## src/rtl/mlma_pkg.sv

```systemverilog
// Shared constants and types of the multi-lane moving average block.
`timescale 1ns / 1ps

package mlma_pkg;

  // Lane count is fixed by the per-lane ports of the top level.
  localparam int LANES = 6;

  localparam int WINDOW_DEF      = 50;
  localparam int SAMPLE_BITS_DEF = 16;

  localparam int OP_W = 2;

  typedef enum logic [OP_W-1:0] {
    OP_PUSH  = 2'd0,
    OP_FLUSH = 2'd1,
    OP_TICK  = 2'd2
  } op_e;

  // Control of the item sitting in the read-modify-write stage.
  typedef struct packed {
    logic valid;
    op_e  op;
    logic full;
  } rmw_ctl_t;

endpackage

```

## src/rtl/mlma_divider.sv

```systemverilog
// Per-lane division of the running sums by the window length.
`timescale 1ns / 1ps

module mlma_divider #(
  parameter int WINDOW      = mlma_pkg::WINDOW_DEF,
  parameter int SAMPLE_BITS = mlma_pkg::SAMPLE_BITS_DEF,
  parameter int SUM_W       = SAMPLE_BITS + $clog2(WINDOW)
) (
  input  logic                                          clk_i,
  input  logic                                          rst_ni,
  input  logic                                          en_i,
  input  logic                                          valid_i,
  input  logic [mlma_pkg::LANES-1:0][SUM_W-1:0]         sums_i,
  output logic                                          valid_o,
  output logic [mlma_pkg::LANES-1:0][SAMPLE_BITS-1:0]   avg_o
);

  // Exact floor(n / WINDOW) for n < 2^SUM_W via multiply by a rounded-up
  // reciprocal and shift.
  localparam int SHIFT  = SUM_W + $clog2(WINDOW);
  localparam int M_W    = SUM_W + 2;
  localparam int PROD_W = SUM_W + M_W;
  localparam longint unsigned RECIP =
    ((64'd1 << SHIFT) + 64'(WINDOW) - 64'd1) / 64'(WINDOW);
  localparam logic [M_W-1:0] RECIP_M = M_W'(RECIP);

  logic                                        va_q, vb_q;
  logic [mlma_pkg::LANES-1:0][SUM_W-1:0]       mag_q, mag_d;
  logic [mlma_pkg::LANES-1:0]                  nega_q, negb_q;
  logic [mlma_pkg::LANES-1:0][SAMPLE_BITS-1:0] quo_q, quo_d;

  always_comb begin
    logic [PROD_W-1:0] prod;
    for (int k = 0; k < mlma_pkg::LANES; k++) begin
      mag_d[k] = sums_i[k][SUM_W-1] ? (~sums_i[k] + 1'b1) : sums_i[k];
      prod     = PROD_W'(mag_q[k]) * PROD_W'(RECIP_M);
      quo_d[k] = prod[SHIFT +: SAMPLE_BITS];
    end
  end

  always_ff @(posedge clk_i or negedge rst_ni) begin
    if (!rst_ni) begin
      va_q <= 1'b0;
      vb_q <= 1'b0;
    end else if (en_i) begin
      va_q <= valid_i;
      vb_q <= va_q;
    end
  end

  always_ff @(posedge clk_i) begin
    if (en_i) begin
      for (int k = 0; k < mlma_pkg::LANES; k++) begin
        nega_q[k] <= sums_i[k][SUM_W-1];
      end
      mag_q  <= mag_d;
      negb_q <= nega_q;
      quo_q  <= quo_d;
    end
  end

  // Sign restored on the truncated magnitude: rounds toward zero.
  always_comb begin
    for (int k = 0; k < mlma_pkg::LANES; k++) begin
      avg_o[k] = negb_q[k] ? (~quo_q[k] + 1'b1) : quo_q[k];
    end
  end

  assign valid_o = vb_q;

endmodule

```

## config.mk

```make
export PLATFORM = sky130hd
export DESIGN_NAME = mlma_divider
export DESIGN_NICKNAME = d
export VERILOG_FILES = /design/src/rtl/mlma_pkg.sv /design/src/rtl/mlma_divider.sv
export SDC_FILE = /design/constraint.sdc
export NUM_CORES = 2
export LEC_CHECK = 0
export BUFFER_PORTS_ARGS = -buffer_cell sky130_fd_sc_hd__buf_2
export CORE_UTILIZATION = 30
export DETAILED_ROUTE_END_ITERATION = 8
export PLACE_DENSITY = 0.43
export SETUP_SLACK_MARGIN = 0.4
export SYNTH_ARGS = -nofsm -noshare
export SYNTH_HDL_FRONTEND = slang
export SYNTH_SLANG_ARGS = --single-unit
```

## constraint.sdc

```tcl
create_clock -name clk_i -period 17.3 [get_ports clk_i]
set_clock_uncertainty 0.2 [all_clocks]
set_input_delay 2.595 -clock clk_i [delete_from_list [all_inputs] [get_ports clk_i]]
set_output_delay 2.595 -clock clk_i [all_outputs]
set_load 0.05 [all_outputs]
```

==> flow_metrics.py <==
metrics = {
    "logic_synthesis": {
        "synth_top_family_by_area": "adder cells",
        "yosysUniqueCellTypes": 70,
        "netlist_instances": 5844,
        "yosys.area_share.simple_pct": 4.244,
        "synth_compound_area_share_pct": 6.100,
        "netlist_area_um2": 61800,
        "synth_xor_area_share_pct": 4.521,
        "synth_fp_nets": 8452,
        "async_flop_share_pct": 0.8264,
        "synth_seq_cells": 242,
        "syn_avg_cell_area_um2": 10.58,
        "synth_flop_cell": "edfxtp_1",
        "yosys_warnings": 0,
        "synthMuxAreaShare_pct": 0.05264,
        "yosysSeqAreaShare_pct": 11.74,
        "synth-edff-count": 240,
        "synth_fa_ha_area_share_pct": 62.95,
    },
    "timing": {
        "setup_viol": 0,
        "rsz0062_at_grt": "false",
        "relSlewSlack_pct": 37.38,
        "fin_tns_setup_ns": 0,
        "finalCritPeriodShare_pct": 42.11,
        "slew_viol_final": 0,
        "fmax_ghz": 0.1373,
        "finalHoldViolations": 0,
        "min_period_ns": 7.285,
        "tightest_slew_ns": 0.9314,
    },
    "die": {
        "initial_core_util_pct": 30.21,
        "die_w_um": 455.9,
        "dieArea_um2": 207800,
        "ioPinCount": 233,
        "core_um2": 204600,
        "row_count": 166,
        "die_h_um": 455.9,
    },
    "worst_setup_path": {
        "startpoint_type": "flip-flop",
        "rr_endpoint": "quo_q[79]$_DFFE_PP_",
        "r2r_slack_ns": 10.02,
        "cp_top_family": "adder cells",
        "end_kind": "flip-flop",
        "cp_common_cell": "fa_1",
        "path_buf_inv": 4,
        "cp.required_ns": 17.47,
        "rr_worst_depth": 21,
        "reg2reg_from": "mag_q[100]$_DFFE_PP_",
        "crit_path_cell_trace": "ha_1, inv_1, fa_1, fa_1, fa_1, inv_1, fa_1, fa_1, inv_1, fa_1, inv_1, ha_1, nand4_1, or2_2, a211oi_2, o311ai_1, a21bo_1, a211oi_2, o41ai_4, mux2i_1, nand4_1",
        "slowest_delay_ns": 0.64,
        "cp_max_fo": 8,
        "critPathKind": "flip-flop to flip-flop",
        "cp_slowest_cell": "edfxtp_1",
        "crit_start": "mag_q[100]$_DFFE_PP_",
        "cp.arrival_ns": 7.45,
    },
    "clocking": {
        "cts_tree": "done",
        "post_cts_buffers": 0,
        "clkTransAtPathRegs_ns": 0.05,
        "cts_buffers": 39,
        "insertion_delay_ns": 0.63,
        "root_buffer": "clkbuf_16",
        "ctsResizeCount": 0,
        "cts.sinks": 242,
        "hold_buffers": 0,
        "htree_levels": 2,
        "clock_path_buffers": 3,
    },
    "finish": {
        "layout-drive-gt1-share_pct": 5.309,
        "syn_to_final_growth_pct": 9.394,
        "fin_nets": 8701,
        "fillers": 20940,
    },
    "place": {
        "dp_hpwl_mm": 146.5,
        "portBuffers": 232,
        "routabilityCongestion": 0.8602,
    },
    "run_status": {
        "status": "finished, final reports clean",
    },
    "routing": {
        "routed_wl_mm": 162.5,
        "drc": 0,
        "first_pass_iters": 4,
        "wl_per_cell_um": 18.41,
        "drt_iter0_drc": 1401,
        "vias_per_cell": 4.459,
        "ant_nets": 0,
        "vias": 39350,
    },
    "global_routing": {
        "grt_pass1_wl_mm": 256.6,
        "grt_use_total_pct": 16.06,
        "grt_max_degree": 115,
        "grt_pass1_vias": 43720,
        "antenna_found_initial": 23,
        "grt_overflow": 0,
    },
    "worst_hold_path": {
        "worstHoldEndpoint": "negb_q[2]$_DFFE_PP_",
        "min_path_type": "flip-flop to flip-flop",
        "hold_path_depth": 0,
        "hp-start": "nega_q[2]$_DFFE_PP_",
    },
    "flow_run": {
        "cap_violations": 0,
    },
}
[logic make-up (layout without fill, tap and decap cells)]
family | count (synthesis) | after routing
adder cells (fa/ha/maj) | 2472 | 2472
multiplexers | 3 | 3
AND/OR/NAND/NOR | 519 | 519
flip-flops | 242 | 242
other | 0 | 15
XOR/XNOR | 319 | 319
AO/OA/AOI/OAI | 584 | 584
buffers and inverters | 1705 | 1983
[worst max path at each step]
stage / to / depth (start not counted) / slack (ns)
finish: quo_q[79]$_DFFE_PP_ / 21 / 10.02
global route: quo_q[15]$_DFFE_PP_ / 22 / 9.60
CTS: quo_q[15]$_DFFE_PP_ / 22 / 9.94
detailed placement: quo_q[15]$_DFFE_PP_ / 22 / 9.94
global placement: quo_q[79]$_DFFE_PP_ / 21 / 9.99
floorplan: quo_q[30]$_DFFE_PP_ / 22 / 10.86
[synth_stat cells, types with 4 or more instances]
cell / number / share of area, %
o211ai_1: 8 / 0.097
nor3_1: 23 / 0.19
nor3b_1: 4 / 0.049
nor4b_1: 6 / 0.085
a211oi_1: 14 / 0.17
fa_1: 1062 / 34
buf_4: 6 / 0.073
o31ai_1: 47 / 0.57
nand2_1: 170 / 1.0
o21ai_0: 146 / 1.2
o22ai_1: 6 / 0.061
nand4_1: 29 / 0.29
a21oi_1: 149 / 1.2
nor2_1: 79 / 0.48
nand3_1: 42 / 0.34
or4_1: 30 / 0.36
nor4_1: 17 / 0.17
and3_1: 19 / 0.19
inv_1: 1679 / 10
xnor2_1: 261 / 3.7
or2_2: 12 / 0.12
o21bai_1: 9 / 0.11
clkbuf_1: 20 / 0.12
nand2b_1: 31 / 0.31
edfxtp_1: 240 / 12
nor2b_1: 17 / 0.17
ha_1: 1410 / 29
o21a_1: 19 / 0.23
o31a_1: 4 / 0.057
a41oi_1: 5 / 0.071
xor2_1: 58 / 0.82
o21ai_1: 6 / 0.049
o41ai_1: 28 / 0.40
a21o_1: 84 / 1.0
or3_1: 26 / 0.26
a31oi_1: 15 / 0.15
[flip-flops by register name (all words and copies together) (netlist names)]
signal and count:
mag_q 132, quo_q 96, nega_q 6, negb_q 6, va_q 1, valid_o 1
[cell usage in the layout, fill, tap and decap left out, types with 19 or more instances in the layout]
cell	instances
xor2_1	58
o21ai_0	146
nand4_1	29
and3_1	19
inv_1	1679
ha_1	1410
buf_2	231
nand2b_1	31
clkbuf_16	41
fa_1	1062
xnor2_1	261
o21a_1	19
a21o_1	84
o31ai_1	47
edfxtp_1	240
nand2_1	170
or3_1	26
o41ai_1	28
a21oi_1	149
nand3_1	42
nor3_1	23
or4_1	30
nor2_1	79
[layout make-up]
class | instances | area (µm²) | area share, %
Clock inverter | 25 | 285.3 | 0.4220
Timing Repair Buffer | 234 | 1199 | 1.773
Inverter | 1679 | 6302 | 9.322
Clock buffer | 45 | 1041 | 1.540
Antenna cell | 15 | 37.54 | 0.05552
Multi-Input combinational cell | 3897 | 48120 | 71.18
Tap cell | 2688 | 3363 | 4.975
Sequential cell | 242 | 7257 | 10.73
[routing by layer]
| layer | part of all wire [%] | GRT usage [%] | wire length (µm) |
|---|---|---|---|
| met1 | 45 | 20.86 | 72810 |
| met2 | 51 | 28.71 | 82260 |
| met3 | 2.0 | 1.112 | 3188 |
| met4 | 2.6 | 4.115 | 4227 |
| met5 | 0 | 0 | 0 |
[per-stage QoR]
stage / util [%] / hold slack (ns) / setup WS, ns / instance area, µm² / cells
global placement: 32.38 / 0.2018 / 9.994 / 66240 / 8740
CTS: 33.03 / 0.2171 / 9.944 / 67570 / 8810
finish: 33.05 / 0.2166 / 10.02 / 67610 / 8825
global route: 33.04 / 0.2211 / 9.601 / 67590 / 8819
floorplan: - / 0.2003 / 10.86 / 61800 / 5844
detailed placement: 32.38 / 0.2045 / 9.945 / 66240 / 8740
[worst register-to-register path: stages (launching register included)]
cell      delay (ns)
edfxtp_1        0.64
ha_1            0.47
inv_1           0.08
fa_1            0.56
fa_1            0.45
fa_1            0.55
inv_1           0.05
fa_1            0.45
fa_1            0.49
inv_1           0.05
fa_1            0.55
inv_1           0.06
ha_1            0.33
nand4_1         0.15
or2_2           0.31
a211oi_2        0.31
o311ai_1        0.18
a21bo_1         0.26
a211oi_2        0.44
o41ai_4         0.17
mux2i_1         0.18
nand4_1         0.10
Power is left out: the tool's default activity adds up to more than one toggle a clock period on the data nets, which glitch-free logic cannot reach.
